### config.mk
export PLATFORM = sky130hd
export DESIGN_NAME = binary_range_coder_size_counter_flat
export DESIGN_NICKNAME = d
export VERILOG_FILES = /design/src/hw/rtl/brc_pkg.sv /design/src/hw/rtl/brc_if.sv /design/src/hw/rtl/brc_mul.sv /design/src/hw/rtl/brc_core.sv /design/src/hw/rtl/brc_ctrl.sv /design/src/hw/rtl/binary_range_coder_size_counter.sv /design/src/flat_wrapper.sv
export SDC_FILE = /design/constraint.sdc
export NUM_CORES = 1
export LEC_CHECK = 0
export ABC_CLOCK_PERIOD_IN_PS = 9290
export BUFFER_PORTS_ARGS = -buffer_cell sky130_fd_sc_hd__buf_2
export CAP_MARGIN = 20
export CELL_PAD_IN_SITES_DETAIL_PLACEMENT = 2
export CELL_PAD_IN_SITES_GLOBAL_PLACEMENT = 2
export CORE_UTILIZATION = 35
export DETAILED_ROUTE_END_ITERATION = 7
export HOLD_SLACK_MARGIN = 0.1
export PLACE_DENSITY_LB_ADDON = 0.1
export SYNTH_ARGS = -nofsm -noshare
export SYNTH_HDL_FRONTEND = slang
export SYNTH_SLANG_ARGS = --single-unit
### constraint.sdc
create_clock -name clk_i -period 9.29 [get_ports clk_i]
set_input_delay 0.929 -clock clk_i [delete_from_list [all_inputs] [get_ports clk_i]]
set_output_delay 0.929 -clock clk_i [all_outputs]
set_load 0.02 [all_outputs]
### src/hw/rtl/brc_pkg.sv
// Shared types and constants of the binary range coder size counter.
`default_nettype none
package brc_pkg;

  localparam int unsigned CountBitsDefault = 40;
  localparam int unsigned TotalBits        = 40;
  localparam int unsigned RangeBits        = 32;
  localparam int unsigned ProbBits         = 16;
  localparam int unsigned ShiftCntBits     = 3;

  localparam logic [ProbBits-1:0]     ProbMin   = 16'd1;
  localparam logic [ProbBits-1:0]     ProbMax   = 16'hffff;
  localparam logic [RangeBits-1:0]    FullRange = 32'hffff_ffff;
  localparam logic [7:0]              FillByte  = 8'hff;
  localparam logic [ShiftCntBits-1:0] ShiftMax  = 3'd4;

  typedef enum logic {
    CmdEncode = 1'b0,
    CmdFinish = 1'b1
  } cmd_e;

  typedef enum logic [6:0] {
    StIdle   = 7'b0000001,
    StMulA   = 7'b0000010,
    StMulB   = 7'b0000100,
    StUpdate = 7'b0001000,
    StShift  = 7'b0010000,
    StFlush  = 7'b0100000,
    StDone   = 7'b1000000
  } state_e;

  typedef struct packed {
    logic load;
    logic mul_en;
    logic mul_hi;
    logic acc_en;
    logic update;
    logic shift;
    logic count;
    logic clear;
  } ctrl_t;

endpackage
`default_nettype wire

### src/hw/rtl/brc_if.sv
// Handshake channels for coder items and size results.
`default_nettype none
interface brc_in_if;
  logic                          valid;
  logic                          ready;
  logic                          cmd;
  logic                          coded_bit;
  logic [brc_pkg::ProbBits-1:0]  prob_one;

  modport source (output valid, output cmd, output coded_bit, output prob_one, input ready);
  modport sink   (input valid, input cmd, input coded_bit, input prob_one, output ready);
endinterface

interface brc_out_if;
  logic                          valid;
  logic                          ready;
  logic [brc_pkg::TotalBits-1:0] byte_total;
  logic                          is_final;

  modport source (output valid, output byte_total, output is_final, input ready);
  modport sink   (input valid, input byte_total, input is_final, output ready);
endinterface
`default_nettype wire

### src/hw/rtl/brc_mul.sv
// Shared 16 by 16 multiplier with registered product.
`default_nettype none
module brc_mul (
  input  wire                                  clk_i,
  input  wire                                  en_i,
  input  wire  [brc_pkg::ProbBits-1:0]         a_i,
  input  wire  [brc_pkg::ProbBits-1:0]         b_i,
  output logic [2*brc_pkg::ProbBits-1:0]       prod_o
);

  logic [2*brc_pkg::ProbBits-1:0] prod_q, prod_d;

  assign prod_d = {{brc_pkg::ProbBits{1'b0}}, a_i} * {{brc_pkg::ProbBits{1'b0}}, b_i};
  assign prod_o = prod_q;

  always_ff @(posedge clk_i) begin
    if (en_i) begin
      prod_q <= prod_d;
    end
  end

endmodule
`default_nettype wire

### src/hw/rtl/brc_core.sv
// Interval bounds, midpoint arithmetic, byte shifter and saturating byte counter.
`default_nettype none
module brc_core #(
  parameter int unsigned COUNT_BITS = brc_pkg::CountBitsDefault
) (
  input  wire                               clk_i,
  input  wire                               rst_ni,
  input  brc_pkg::ctrl_t                    ctrl_i,
  input  wire                               coded_bit_i,
  input  wire  [brc_pkg::ProbBits-1:0]      prob_one_i,
  output logic                              top_eq_o,
  output logic [COUNT_BITS-1:0]             count_o
);

  localparam int unsigned RB = brc_pkg::RangeBits;
  localparam int unsigned PB = brc_pkg::ProbBits;

  logic [RB-1:0]         low_q, high_q;
  logic [RB-1:0]         span_q, acc_q;
  logic [PB-1:0]         p_q, p_clamp;
  logic                  sym_q;
  logic [COUNT_BITS-1:0] cnt_q;
  logic [2*PB-1:0]       prod;
  logic [PB-1:0]         mul_a;
  logic [RB-1:0]         mid;

  // Clamp zero up to the smallest probability.
  always_comb begin
    p_clamp = prob_one_i;
    if (p_clamp < brc_pkg::ProbMin) p_clamp = brc_pkg::ProbMin;
    if (p_clamp > brc_pkg::ProbMax) p_clamp = brc_pkg::ProbMax;
  end

  assign mul_a = ctrl_i.mul_hi ? span_q[RB-1:PB] : span_q[PB-1:0];

  brc_mul u_mul (
    .clk_i  (clk_i),
    .en_i   (ctrl_i.mul_en),
    .a_i    (mul_a),
    .b_i    (p_q),
    .prod_o (prod)
  );

  // Low partial product contributes only its upper half.
  assign mid      = acc_q + {{(RB-PB){1'b0}}, prod[2*PB-1:PB]};
  assign top_eq_o = (low_q[RB-1:RB-8] == high_q[RB-1:RB-8]);
  assign count_o  = cnt_q;

  always_ff @(posedge clk_i) begin
    if (ctrl_i.load) begin
      span_q <= high_q - low_q;
      p_q    <= p_clamp;
      sym_q  <= coded_bit_i;
    end
    if (ctrl_i.acc_en) begin
      acc_q <= low_q + prod;
    end
  end

  always_ff @(posedge clk_i or negedge rst_ni) begin
    if (!rst_ni) begin
      low_q  <= '0;
      high_q <= brc_pkg::FullRange;
      cnt_q  <= '0;
    end else if (ctrl_i.clear) begin
      low_q  <= '0;
      high_q <= brc_pkg::FullRange;
      cnt_q  <= '0;
    end else begin
      if (ctrl_i.update) begin
        if (sym_q) high_q <= mid;
        else       low_q  <= mid + {{(RB-1){1'b0}}, 1'b1};
      end
      if (ctrl_i.shift) begin
        low_q  <= {low_q[RB-9:0], 8'h00};
        high_q <= {high_q[RB-9:0], brc_pkg::FillByte};
      end
      // Hold at the top of the range.
      if ((ctrl_i.shift || ctrl_i.count) && !(&cnt_q)) begin
        cnt_q <= cnt_q + {{(COUNT_BITS-1){1'b0}}, 1'b1};
      end
    end
  end

endmodule
`default_nettype wire

### src/hw/rtl/brc_ctrl.sv
// Sequencer stepping the shared multiplier, interval update and byte shifts.
`default_nettype none
module brc_ctrl (
  input  wire             clk_i,
  input  wire             rst_ni,
  input  wire             in_valid_i,
  input  wire             in_cmd_i,
  input  wire             top_eq_i,
  input  wire             out_free_i,
  output logic            in_ready_o,
  output logic            out_load_o,
  output logic            is_final_o,
  output brc_pkg::ctrl_t  ctrl_o
);

  brc_pkg::state_e state_q, state_d;
  brc_pkg::cmd_e   cmd_q, cmd_d;
  logic [brc_pkg::ShiftCntBits-1:0] sh_cnt_q, sh_cnt_d;

  assign is_final_o = (cmd_q == brc_pkg::CmdFinish);

  always_comb begin
    state_d    = state_q;
    cmd_d      = cmd_q;
    sh_cnt_d   = sh_cnt_q;
    in_ready_o = 1'b0;
    out_load_o = 1'b0;
    ctrl_o     = '0;
    case (state_q)
      brc_pkg::StIdle: begin
        in_ready_o = 1'b1;
        if (in_valid_i) begin
          ctrl_o.load = 1'b1;
          cmd_d       = brc_pkg::cmd_e'(in_cmd_i);
          sh_cnt_d    = '0;
          state_d     = (in_cmd_i == brc_pkg::CmdFinish) ? brc_pkg::StShift : brc_pkg::StMulA;
        end
      end
      brc_pkg::StMulA: begin
        ctrl_o.mul_en = 1'b1;
        ctrl_o.mul_hi = 1'b1;
        state_d       = brc_pkg::StMulB;
      end
      brc_pkg::StMulB: begin
        ctrl_o.mul_en = 1'b1;
        ctrl_o.acc_en = 1'b1;
        state_d       = brc_pkg::StUpdate;
      end
      brc_pkg::StUpdate: begin
        ctrl_o.update = 1'b1;
        state_d       = brc_pkg::StShift;
      end
      brc_pkg::StShift: begin
        if (top_eq_i && (sh_cnt_q != brc_pkg::ShiftMax)) begin
          ctrl_o.shift = 1'b1;
          sh_cnt_d     = sh_cnt_q + {{(brc_pkg::ShiftCntBits-1){1'b0}}, 1'b1};
        end else begin
          state_d = (cmd_q == brc_pkg::CmdFinish) ? brc_pkg::StFlush : brc_pkg::StDone;
        end
      end
      brc_pkg::StFlush: begin
        // Final byte of the stream.
        ctrl_o.count = 1'b1;
        state_d      = brc_pkg::StDone;
      end
      brc_pkg::StDone: begin
        if (out_free_i) begin
          out_load_o   = 1'b1;
          ctrl_o.clear = (cmd_q == brc_pkg::CmdFinish);
          state_d      = brc_pkg::StIdle;
        end
      end
      default: begin
        state_d = brc_pkg::StIdle;
      end
    endcase
  end

  always_ff @(posedge clk_i or negedge rst_ni) begin
    if (!rst_ni) begin
      state_q  <= brc_pkg::StIdle;
      cmd_q    <= brc_pkg::CmdEncode;
      sh_cnt_q <= '0;
    end else begin
      state_q  <= state_d;
      cmd_q    <= cmd_d;
      sh_cnt_q <= sh_cnt_d;
    end
  end

  a_shift_bound: assert property (@(posedge clk_i) disable iff (!rst_ni)
    sh_cnt_q <= brc_pkg::ShiftMax)
    else $error("more than four byte shifts in one item");

  a_shift_equal: assert property (@(posedge clk_i) disable iff (!rst_ni)
    ctrl_o.shift |-> top_eq_i)
    else $error("byte shifted while top bytes differ");

  a_busy_after_accept: assert property (@(posedge clk_i) disable iff (!rst_ni)
    (in_valid_i && in_ready_o) |=> !in_ready_o)
    else $error("ready again straight after an accepted item");

  a_accept_next: assert property (@(posedge clk_i) disable iff (!rst_ni)
    (in_valid_i && in_ready_o) |=>
      (state_q == brc_pkg::StMulA || state_q == brc_pkg::StShift))
    else $error("accepted item did not start its sequence");

endmodule
`default_nettype wire

### src/hw/rtl/binary_range_coder_size_counter.sv
// Top level of the binary range coder size counter.
//
//  channel | dir | payload                          | accepted when
//  in_i    | in  | cmd, coded_bit, prob_one[15:0]   | in_i.valid && in_i.ready
//  out_o   | out | byte_total[39:0], is_final       | out_o.valid && out_o.ready
//
// Encode item: the sequencer steps MulA, MulB, Update, then Shift for n byte shifts (0..4), then Done;
// one shared 16x16 multiplier forms both partial products, high half then low half.
// Finish item: Shift for n byte shifts, then Flush and Done; the shifter loops one byte per cycle.
// Reset restores the full interval and a zero count at once; no sweep.
// A result waiting in the output register holds the sequencer in its last step.
`default_nettype none
module binary_range_coder_size_counter #(
  parameter int unsigned COUNT_BITS = brc_pkg::CountBitsDefault
) (
  input  wire       clk_i,
  input  wire       rst_ni,
  brc_in_if.sink    in_i,
  brc_out_if.source out_o
);

  brc_pkg::ctrl_t        ctrl;
  logic                  top_eq, out_free, out_load, is_final;
  logic [COUNT_BITS-1:0] count;
  logic [63:0]           count_ext;

  logic                          out_valid_q;
  logic [brc_pkg::TotalBits-1:0] total_q;
  logic                          final_q;

  assign out_free  = !out_valid_q || out_o.ready;
  assign count_ext = 64'(count);

  brc_ctrl u_ctrl (
    .clk_i      (clk_i),
    .rst_ni     (rst_ni),
    .in_valid_i (in_i.valid),
    .in_cmd_i   (in_i.cmd),
    .top_eq_i   (top_eq),
    .out_free_i (out_free),
    .in_ready_o (in_i.ready),
    .out_load_o (out_load),
    .is_final_o (is_final),
    .ctrl_o     (ctrl)
  );

  brc_core #(
    .COUNT_BITS (COUNT_BITS)
  ) u_core (
    .clk_i       (clk_i),
    .rst_ni      (rst_ni),
    .ctrl_i      (ctrl),
    .coded_bit_i (in_i.coded_bit),
    .prob_one_i  (in_i.prob_one),
    .top_eq_o    (top_eq),
    .count_o     (count)
  );

  always_ff @(posedge clk_i or negedge rst_ni) begin
    if (!rst_ni) begin
      out_valid_q <= 1'b0;
    end else if (out_load) begin
      out_valid_q <= 1'b1;
    end else if (out_o.ready) begin
      out_valid_q <= 1'b0;
    end
  end

  always_ff @(posedge clk_i) begin
    if (out_load) begin
      total_q <= count_ext[brc_pkg::TotalBits-1:0];
      final_q <= is_final;
    end
  end

  assign out_o.valid      = out_valid_q;
  assign out_o.byte_total = total_q;
  assign out_o.is_final   = final_q;

endmodule
`default_nettype wire

### src/flat_wrapper.sv
// flat-port wrapper written by rule: the top's interface ports become plain ports
module binary_range_coder_size_counter_flat 
#(
  parameter int unsigned COUNT_BITS = brc_pkg::CountBitsDefault
)
  (clk_i, rst_ni, in_i_valid, in_i_cmd, in_i_coded_bit, in_i_prob_one, in_i_ready, out_o_valid, out_o_byte_total, out_o_is_final, out_o_ready);
  brc_in_if in_i_i ();
  brc_out_if out_o_i ();
  input  wire clk_i;
  input  wire rst_ni;
  input wire logic [$bits(in_i_i.valid)-1:0] in_i_valid;
  input wire logic [$bits(in_i_i.cmd)-1:0] in_i_cmd;
  input wire logic [$bits(in_i_i.coded_bit)-1:0] in_i_coded_bit;
  input wire logic [$bits(in_i_i.prob_one)-1:0] in_i_prob_one;
  output wire logic [$bits(in_i_i.ready)-1:0] in_i_ready;
  output wire logic [$bits(out_o_i.valid)-1:0] out_o_valid;
  output wire logic [$bits(out_o_i.byte_total)-1:0] out_o_byte_total;
  output wire logic [$bits(out_o_i.is_final)-1:0] out_o_is_final;
  input wire logic [$bits(out_o_i.ready)-1:0] out_o_ready;
  assign in_i_i.valid = in_i_valid;
  assign in_i_i.cmd = in_i_cmd;
  assign in_i_i.coded_bit = in_i_coded_bit;
  assign in_i_i.prob_one = in_i_prob_one;
  assign in_i_ready = in_i_i.ready;
  assign out_o_valid = out_o_i.valid;
  assign out_o_byte_total = out_o_i.byte_total;
  assign out_o_is_final = out_o_i.is_final;
  assign out_o_i.ready = out_o_ready;
  binary_range_coder_size_counter #(.COUNT_BITS(COUNT_BITS)) u_core (.clk_i(clk_i), .rst_ni(rst_ni), .in_i(in_i_i), .out_o(out_o_i));
endmodule
==> reports/results.md, run 1 <==
| Parameter | Value |
| --- | --- |
| Most frequent cells in the layout | 294 x nand2_1, 282 x inv_1, 197 x fa_1 |
| Final Max Slew Viols | 0 |
| Clock tree skew after final layout | 0.0223 ns |
| Worst flop-to-flop path endpoint | u_core.u_core.u_mul.prod_o[28]$_DFFE_PP_ |
| Relative slew slack | 0.305 |
| Clock sinks | 270 |
| Setup repair after global routing missed its margin | false |
| Most frequent standard cell in the layout excluding fill and tap cells | nand2_1 |
| Port bufs | 64 |
| Remaining number of nets flagged by the antenna check after routing | 0 |
| Mapped cell area | 0.0236 mm2 |
| Fin nets | 2868 |
| Final setup fails | 0 |
| Type of destination of the critical path | flip-flop |
| FMAX | 116 MHz |
| Initial cell density of the core | 0.356 |
| Post-layout min period | 8.59 ns |
| Number of flops mapped to enable cells by yosys | 154 |
| Setup Total Neg Slack | 0 ns |
| Hold violation count in the final report | 0 |
| Worst-path maximum fanout | 15 |
| Area delta synth->final | 10.5% |
| Hold Path Class | primary input to asynchronous set/reset pin |
| Die Wd | 261 um |
| Number of antenna violations at the first check in global routing | 10 |
| Clock network latency to the later pin of the worst-skew pair | 0.56 ns |
| I/O Pins | 65 |
| Pin count of the biggest net entering global routing | 69 |
| Crit share post-route | 0.925 |
| Critical path origin | u_core.u_ctrl.state_q[5]$_DFFE_PN0P_ |
| Setup crit start kind | flip-flop |
| Sequential cell area fraction in the yosys report | 0.321 |
| Root Buffer Master | clkbuf_16 |
| First-pass GRT wire length | 121000 um |
| Full die area | 0.0683 mm2 |
| Die height | 261 um |
| Layout cell share with drive strength beyond 1 | 0.0875 |
| Average size of a mapped cell | 9.69 um2 |
| Gate Count Post-Synth | 2430 |
| CTS tree | yes |
| Post-DR vias/cell | 5.31 |
| Placeable core region | 0.0662 mm2 |
| DR vias | 17839 |
| Critical-path cell with the highest stage delay | fa_1 |
| Worst Max-Slew Pin Slew | 1.04 ns |
| Synth top area share | 0.196 |
| Violation count after the first detailed-routing iteration | 938 |
| Post-detailed-route wirelength per cell | 23.4 um |
| Crit path required time | 9.60 ns |
| Clock buffer count from CTS | 36 |
| Reg2reg setup slack | 0.70 ns |
| Cell family with most CP delay | adder cells |
| MaxCap Viol Count | 0 |
| Cell depth of the worst flop-to-flop path | 28 |
| HPWL Detailed | 61700 um |
| Remaining routing DRC violations | 0 |
| Warnings, synthesis | 0 |
| Total buffers and inverters traversed by the critical path | 6 |
| Dominant cell type by count on the critical path | fa_1 |
| Maximum level of the CTS H-tree | 2 |
| Pre-Repair DR Iteration Count | 5 |
| Post-Synthesis Net Count | 2835 |
| Top area cells in the synthesized netlist | edfxtp_1 20%, fa_1 17%, ha_1 9.9% |
| Total routed wirelength | 78500 um |
| Total routing resource utilization after global routing | 0.235 |
| Top cell type by total area after synthesis | edfxtp_1 |
| Crit Path Category | flip-flop to flip-flop |
| Leading register cell type out of synthesis | edfxtp_1 |
| Grt total ovfl | 0 |
| CP max stage delay | 0.58 ns |
| Post-synthesis async set-or-reset flop share | 0.430 |
| Placer congestion estimate | 0.840 |
| Number of unique standard cell types used by synthesis | 89 |
| Vias in the first global route | 20010 |
| Total of flip-flops plus latches after synthesis | 270 |
| Hold buffer count at cts | 0 |
| Worst Path Arrival | 8.90 ns |
| Cell row count | 94 |
| Run status | completed |
| Startpoint of the lowest-slack register-to-register path | u_core.u_ctrl.state_q[5]$_DFFE_PN0P_ |
| Maximum buffer depth of the clock tree | 3 |
| Register clock-pin slew on the reported worst setup and hold paths | 0.06 ns |
-- metal layers --
metal	GRT usage	up-vias	share of wire
li1	-	8223	-
met3	0.0349	92	0.039
met2	0.405	271	0.50
met5	0	-	0.00032
met4	0.0669	4	0.024
met1	0.306	9249	0.44
-- state kept, by name, summed over array words and instances (netlist names), 3 cells and up --
register / count
u_core.u_core.high_q: 32
u_core.u_core.count_o: 40
u_core.u_core.u_mul.prod_o: 32
u_core.u_ctrl.state_q: 7
u_core.out_o.byte_total: 40
u_core.u_ctrl.sh_cnt_q: 3
u_core.u_core.acc_q: 32
u_core.u_core.p_q: 16
u_core.u_core.span_q: 32
u_core.u_core.low_q: 32
-- layout make-up --
cell class | instances | area (um2)
fillers | 7125 | 40200
multi-input cells | 1786 | 14600
flip-flops and latches | 270 | 7570
well taps | 864 | 1080
inverters | 284 | 1070
clock buffers | 51 | 987
repair buffers | 85 | 487
clock inverters | 15 | 238
diodes | 3 | 7.51
-- cell families after synthesis --
family          count (synthesis)  synth area share
compound gates                393             0.111
xor+xnor                      172            0.0640
fa+ha+maj                     383             0.266
buf+inv                       374            0.0601
flops                         270             0.321
mux                             7           0.00308
simple gates                  831             0.174
-- cells in the mapped netlist (all sizes together) (6+ instances only) --
| library cell | count |
|---|---|
| nor4 | 19 |
| nor2b | 20 |
| o21bai | 12 |
| xor2 | 62 |
| nand3 | 68 |
| a211o | 6 |
| and3 | 27 |
| a21oi | 125 |
| nand4 | 14 |
| dfrtp | 83 |
| nor3 | 28 |
| o211ai | 8 |
| o21ai | 71 |
| dfstp | 33 |
| clkbuf | 77 |
| inv | 283 |
| nor2 | 162 |
| and2 | 135 |
| ha | 186 |
| o311ai | 9 |
| o21a | 17 |
| and4 | 6 |
| o22a | 6 |
| o31ai | 9 |
| buf | 13 |
| or3 | 9 |
| a2111oi | 12 |
| nand2b | 15 |
| a31oi | 8 |
| edfxtp | 154 |
| fa | 197 |
| xnor2 | 110 |
| a211oi | 27 |
| nand2 | 297 |
| or2 | 9 |
| a21o | 41 |
-- worst max path at each step --
stage,endpoint,slack [ns],cells past startpoint
global placement,u_core.u_core.u_mul.prod_o[28]$_DFFE_PP_,0.54,26
floorplan,u_core.u_core.u_mul.prod_o[31]$_DFFE_PP_,1.61,30
global route,u_core.u_core.u_mul.prod_o[28]$_DFFE_PP_,0.13,28
finish,u_core.u_core.u_mul.prod_o[28]$_DFFE_PP_,0.70,28
detailed placement,u_core.u_core.u_mul.prod_o[28]$_DFFE_PP_,0.01,26
CTS,u_core.u_core.u_mul.prod_o[28]$_DFFE_PP_,0.05,26
-- what timing repair did --
action,CTS,global route
pin swaps,0,1
resized for setup,1,3
buffers inserted,0,1
endpoints found under the setup margin,1,10
-- through the flow --
stage	util	std cells	area, um2	setup WS, ns	hold slack [ns]
floorplan	-	2430	23600	1.61	0.425
global placement	0.374	3287	24800	0.543	0.466
detailed placement	0.374	3287	24800	0.0111	0.467
CTS	0.393	3353	26000	0.0464	0.452
global route	0.393	3355	26000	0.129	0.484
finish	0.393	3358	26000	0.698	0.446
Power of run 1 is not shown: default switching activity piles up to over one toggle a cycle in this logic, so the estimate is an artifact.
==> inputs of run 2 (changes only) <==
SYNTH_HIERARCHICAL = 1   (was not set)
==> run 2 against run 1 <==
- register-to-register slack better by 0.67 ns
- first-iteration DRC count is 3.3% higher
- clock-buffer cell count stayed put
- flip-flop and latch count stayed put
- non-clock buffer count is 7 lower
- core utilization is 0.46 points lower
- global-route usage is 0.14 points higher
- critical path type unchanged
- largest cell class unchanged
==> reports/results.md, run 2 <==
| Parameter | Value |
| --- | --- |
| Hold violation count in the final report | 0 |
| Synth top area share | 0.191 |
| Average size of a mapped cell | 9.79 um2 |
| Fin nets | 2898 |
| Mapped cell area | 0.0243 mm2 |
| Most frequent cells in the layout | 285 x inv_1, 238 x nand2_1, 197 x fa_1 |
| Maximum buffer depth of the clock tree | 3 |
| Worst-path maximum fanout | 16 |
| Port bufs | 64 |
| Final setup fails | 0 |
| Initial cell density of the core | 0.354 |
| Post-route non-filler standard cell count | 3452 |
| Pin count of the biggest net entering global routing | 63 |
| Most frequent cell after synthesis | inv_1 |
| DR vias | 18547 |
| Fill cell instance count of the final layout | 7396 |
| Sequential cell area fraction in the yosys report | 0.312 |
| Setup repair after global routing missed its margin | false |
| Placeable core region | 0.0686 mm2 |
| Pre-Repair DR Iteration Count | 5 |
| Setup Total Neg Slack | 0 ns |
| Post-synthesis async set-or-reset flop share | 0.430 |
| FF+latch area | 0.00757 mm2 |
| MaxCap Viol Count | 0 |
| Relative slew slack | 0.316 |
| Setup crit start kind | flip-flop |
| FMAX | 126 MHz |
| Die height | 265 um |
| Full die area | 0.0704 mm2 |
| Remaining routing DRC violations | 0 |
| Worst Max-Slew Pin Slew | 1.01 ns |
| Top cell type by total area after synthesis | edfxtp_1 |
| Clock sinks | 270 |
| Violation count after the first detailed-routing iteration | 969 |
| Gate Count Post-Synth | 2478 |
| Post-layout min period | 7.93 ns |
| Number of unique standard cell types used by synthesis | 98 |
| Cell row count | 96 |
| Area used by multi-input combinational logic | 0.0152 mm2 |
| Post-route cell area | 0.0267 mm2 |
| Crit Path Category | flip-flop to flip-flop |
| Register clock-pin slew on the reported worst setup and hold paths | 0.06 ns |
| Hold Path Class | primary input to asynchronous set/reset pin |
| HPWL Detailed | 64300 um |
| Count of buffers added by post-CTS timing repair for setup | 0 |
| Total of flip-flops plus latches after synthesis | 270 |
| Post-Synthesis Net Count | 2883 |
| Maximum level of the CTS H-tree | 2 |
| Run status | completed |
| Post-DR vias/cell | 5.37 |
| CTS tree | yes |
| Final Max Slew Viols | 0 |
| Placed standard-cell area | 0.0255 mm2 |
| Ranking of synthesized cells by instance count | 286 x inv_1, 238 x nand2_1, 197 x fa_1 |
| Placed insts | 3386 |
| Most frequent standard cell in the layout excluding fill and tap cells | inv_1 |
| Post-cts resize count | 0 |
| Type of destination of the critical path | flip-flop |
| Hold buffer count at cts | 0 |
| Crit path required time | 9.58 ns |
| Post-detailed-route wirelength per cell | 23.7 um |
| Final cell utilization of the core | 0.389 |
| I/O Pins | 65 |
| Remaining number of nets flagged by the antenna check after routing | 0 |
| Clock network latency to the later pin of the worst-skew pair | 0.56 ns |
| Grt total ovfl | 0 |
| Clock tree skew after final layout | 0.0277 ns |
| Layout cell share with drive strength beyond 1 | 0.0924 |
| Crit share post-route | 0.853 |
| Placer congestion estimate | 0.858 |
| Worst Path Arrival | 8.22 ns |
| Leading register cell type out of synthesis | edfxtp_1 |
| Clock buffer count from CTS | 36 |
| Vias in the first global route | 20958 |
| Number of flops mapped to enable cells by yosys | 154 |
| First-pass GRT wire length | 128000 um |
| Area delta synth->final | 9.86% |
| Warnings, synthesis | 6 |
| Number of diodes added for antenna fixing | 0 |
| Die Wd | 265 um |
| Total routed wirelength | 81700 um |
| Top area cells in the synthesized netlist | edfxtp_1 19%, fa_1 16%, ha_1 9.6% |
| Root Buffer Master | clkbuf_16 |
| Cell depth of the worst flop-to-flop path | 24 |
| Number of antenna violations at the first check in global routing | 1 |
| Total routing resource utilization after global routing | 0.237 |
-- run 2: path summary, 6_finish.rpt --
kind | from | end | slack (ns)
worst max register to register | u_core/u_ctrl/state_q[3]$_DFFE_PN0P_ | u_core/u_core/u_mul/prod_o[26]$_DFFE_PP_ | 1.36
worst min-delay path | rst_ni | u_core/u_core/count_o[24]$_DFFE_PN0P_ | 0.44
min in group clk_i | u_core/u_core/count_o[18]$_DFFE_PN0P_ | u_core/out_o.byte_total[18]$_DFFE_PP_ | 0.49
worst min register to register | u_core/u_core/count_o[18]$_DFFE_PN0P_ | u_core/out_o.byte_total[18]$_DFFE_PP_ | 0.49
max in group asynchronous | rst_ni | u_core/u_core/low_q[1]$_DFFE_PN0P_ | 7.41
worst max-delay path | u_core/u_ctrl/state_q[3]$_DFFE_PN0P_ | u_core/u_core/u_mul/prod_o[26]$_DFFE_PP_ | 1.36
-- run 2: layout make-up --
cell class              instances  area share
well taps                     931      0.0437
flip-flops and latches        270       0.284
clock buffers                  51      0.0374
multi-input cells            1821       0.572
clock inverters                15     0.00700
inverters                     286      0.0403
repair buffers                 78      0.0161
-- run 2: worst max-delay path, stage by stage, from the launching register on --
cell	delay (ns)
dfrtp_1	0.46
or3_1	0.46
or3_1	0.47
nor2_1	0.15
buf_4	0.27
mux2_2	0.56
and2_1	0.24
fa_1	0.54
inv_1	0.05
fa_1	0.48
fa_1	0.51
inv_1	0.06
fa_1	0.51
fa_1	0.50
inv_1	0.05
fa_1	0.48
inv_1	0.04
ha_1	0.40
a21oi_1	0.30
o21ai_0	0.19
nor2_1	0.15
o31a_4	0.20
o21bai_4	0.09
a311o_1	0.37
xor2_1	0.15
-- run 2: cells by family after synthesis --
logic type / synth area share
multiplexers: 0.0146
buffers and inverters: 0.0615
AO/OA/AOI/OAI: 0.128
adder cells (fa/ha/maj): 0.259
AND/OR/NAND/NOR: 0.165
flip-flops: 0.312
XOR/XNOR: 0.0599
-- run 2: stage by stage --
stage               worst slack, ns  hold slack, ns
CTS                            1.38           0.449
finish                         1.36           0.439
global placement               1.53           0.462
detailed placement             1.40           0.463
global route                   1.11           0.476
floorplan                      1.63           0.438
-- run 2: metal layers --
layer | share of wire | track usage
met1 | 0.46 | 0.315
met2 | 0.50 | 0.416
met3 | 0.025 | 0.0225
met4 | 0.019 | 0.0508
met5 | 0 | 0
Power of run 2 is left out for the same reason.
==> inputs of run 3 (changes only) <==
ABC_AREA = 1   (was not set)
ABC_CLOCK_PERIOD_IN_PS = 8000   (was 9290)
clock period = 8 ns   (was 9.29 ns; I/O delays follow)
==> run 3 against run 2 <==
- global-route usage grew 2.2 points
- fmax grew 17%
- sequential share of layout area shrank 2.1 points
- routed wire length grew 20%
- die area grew 8.4%
- final area grew 8.1%
- clock skew shrank 0.0046 ns
- setup slack lost 0.13 ns
- clock-buffer cell count shrank 2
- critical endpoint is now u_core/u_core/u_mul/prod_o[22]$_DFFE_PP_
- largest cell class unchanged
==> reports/results.md, run 3 <==
| Parameter | Value |
| --- | --- |
| Post-route non-filler standard cell count | 4424 |
| DR vias | 22772 |
| Clock network latency to the later pin of the worst-skew pair | 0.57 ns |
| Clock tree skew after final layout | 0.0231 ns |
| Setup crit start kind | flip-flop |
| Full die area | 0.0763 mm2 |
| Root Buffer Master | clkbuf_16 |
| Pre-Repair DR Iteration Count | 5 |
| Average size of a mapped cell | 7.69 um2 |
| Register clock-pin slew on the reported worst setup and hold paths | 0.06 ns |
| Number of antenna violations at the first check in global routing | 3 |
| CTS tree | yes |
| Placer congestion estimate | 0.891 |
| Mapped cell area | 0.0263 mm2 |
| Total routing resource utilization after global routing | 0.258 |
| Hold buffer count at cts | 0 |
| Cell family with most CP delay | adder cells |
| Setup Total Neg Slack | 0 ns |
| Cell row count | 100 |
| Startpoint of the lowest-slack register-to-register path | u_core/u_ctrl/state_q[3]$_DFFE_PN0P_ |
| Warnings, synthesis | 6 |
| Fin nets | 3831 |
| Clock buffer count from CTS | 36 |
| Final hold slack | 0.276 ns |
| Remaining number of nets flagged by the antenna check after routing | 0 |
| Post-Synthesis Net Count | 3825 |
| Leading register cell type out of synthesis | edfxtp_1 |
| Relative slew slack | 0.340 |
| Number of flops mapped to enable cells by yosys | 154 |
| Post-detailed-route wirelength per cell | 22.1 um |
| Total buffers and inverters traversed by the critical path | 7 |
| Post-DR vias/cell | 5.15 |
| Pin count of the biggest net entering global routing | 70 |
| Synth top area share | 0.176 |
| Area used by multi-input combinational logic | 0.0157 mm2 |
| Post-layout min period | 6.77 ns |
| Maximum level of the CTS H-tree | 2 |
| MaxCap Viol Count | 0 |
| Top area cells in the synthesized netlist | edfxtp_1 18%, fa_1 15%, nand2_1 14% |
| Setup repair after global routing missed its margin | false |
| Dominant cell type by count on the critical path | nand2_1 |
| Vias in the first global route | 25815 |
| Violation count after the first detailed-routing iteration | 967 |
| Layout cell share with drive strength beyond 1 | 0.0808 |
| Clock sinks | 270 |
| Most frequent standard cell in the layout excluding fill and tap cells | nand2_1 |
| Most frequent cell after synthesis | nand2_1 |
| Worst Path Arrival | 7.09 ns |
| Maximum buffer depth of the clock tree | 3 |
| FMAX | 148 MHz |
| Crit share post-route | 0.846 |
| Type of destination of the critical path | flip-flop |
| Worst slack at placement | 1.23 ns |
| Die Wd | 276 um |
| Final setup fails | 0 |
| Worst Slack Setup Final | 1.23 ns |
| Total of flip-flops plus latches after synthesis | 270 |
| Number of unique standard cell types used by synthesis | 59 |
| Most frequent cells in the layout | 977 x nand2_1, 701 x inv_1, 210 x nor2_1 |
| Final Max Slew Viols | 0 |
| Die height | 276 um |
| Worst-path maximum fanout | 17 |
| Worst flop-to-flop path endpoint | u_core/u_core/u_mul/prod_o[22]$_DFFE_PP_ |
| Fill cell instance count of the final layout | 8616 |
| Hold Path Class | primary input to asynchronous set/reset pin |
| Area delta synth->final | 9.47% |
| Gate Count Post-Synth | 3420 |
| Initial cell density of the core | 0.353 |
| Post-synthesis async set-or-reset flop share | 0.430 |
| Count of buffers added by post-CTS timing repair for setup | 0 |
| First-pass GRT wire length | 152000 um |
| Hold violation count in the final report | 0 |
| Sequential cell area fraction in the yosys report | 0.288 |
| Critical-path cell with the highest stage delay | mux2_2 |
| CP max stage delay | 0.55 ns |
| Grt total ovfl | 0 |
| I/O Pins | 65 |
| Placed insts | 4354 |
| Run status | completed |
| Post-cts resize count | 0 |
| Total routed wirelength | 97900 um |
| Crit Path Category | flip-flop to flip-flop |
| Cell depth of the worst flop-to-flop path | 27 |
| Remaining routing DRC violations | 0 |
| HPWL Detailed | 79600 um |
| Worst Max-Slew Pin Slew | 0.980 ns |
| Placeable core region | 0.0744 mm2 |
| FF+latch area | 0.00757 mm2 |
| Crit path required time | 8.32 ns |
| Ranking of synthesized cells by instance count | 977 x nand2_1, 702 x inv_1, 211 x nor2_1 |
| Port bufs | 64 |
| Reg2reg setup slack | 1.23 ns |
| Top cell type by total area after synthesis | edfxtp_1 |
==> run 3: cell types whose count changed after synthesis, sizes merged, moves of 20 or more <==
cell,before,now
and2,135,3
inv,286,707
xnor2,86,33
nor2,137,248
a211oi,22,2
a21o,64,8
nand2,238,1009
nand3,53,146
and3,22,0
nand2b,23,0
==> run 3: final cells by class <==
type / instances / share of cell area
diodes: 1 / 0.0000869
well taps: 969 / 0.0421
repair buffers: 78 / 0.0164
inverters: 707 / 0.0921
clock buffers: 49 / 0.0347
multi-input cells: 2333 / 0.544
flip-flops and latches: 270 / 0.263
clock inverters: 17 / 0.00743
==> run 3: how the worst max path moves through the flow <==
stage | startpoint | to | depth (start not counted)
2_1_floorplan | u_core/u_ctrl/state_q[5]$_DFFE_PN0P_ | u_core/u_core/u_mul/prod_o[28]$_DFFE_PP_ | 31
3_3_place_gp | u_core/u_ctrl/state_q[5]$_DFFE_PN0P_ | u_core/u_core/u_mul/prod_o[30]$_DFFE_PP_ | 28
3_5_place_dp | u_core/u_ctrl/state_q[3]$_DFFE_PN0P_ | u_core/u_core/u_mul/prod_o[30]$_DFFE_PP_ | 25
4_1_cts | u_core/u_ctrl/state_q[3]$_DFFE_PN0P_ | u_core/u_core/u_mul/prod_o[30]$_DFFE_PP_ | 25
5_1_grt | u_core/u_ctrl/state_q[3]$_DFFE_PN0P_ | u_core/u_core/u_mul/prod_o[31]$_DFFE_PP_ | 28
6_report | u_core/u_ctrl/state_q[3]$_DFFE_PN0P_ | u_core/u_core/u_mul/prod_o[22]$_DFFE_PP_ | 27
==> run 3: logic make-up (layout without fill, tap and decap cells) <==
logic type / Yosys count / in the layout / share of synthesized area
AO/OA/AOI/OAI: 315 / 315 / 0.0700
other: 0 / 1 / 0
flip-flops: 270 / 270 / 0.288
buffers and inverters: 817 / 851 / 0.117
XOR/XNOR: 96 / 96 / 0.0320
adder cells (fa/ha/maj): 383 / 383 / 0.238
AND/OR/NAND/NOR: 1523 / 1523 / 0.248
multiplexers: 16 / 16 / 0.00685
==> run 3: metrics by stage <==
step / util / area [um2]
after floorplan: - / 26300
after global placement: 0.370 / 27500
after detailed placement: 0.370 / 27500
after CTS: 0.386 / 28700
after global routing: 0.387 / 28800
final: 0.387 / 28800
==> run 3: metal layers <==
layer,global-route usage,vias to the layer above,share of wire,wire (um)
li1,-,10632,-,-
met1,0.328,11741,0.44,43300
met2,0.468,267,0.51,49900
met3,0.0210,132,0.022,2110
met4,0.0725,0,0.026,2530
met5,0,-,0,0
Power of run 3 is left out for the same reason.
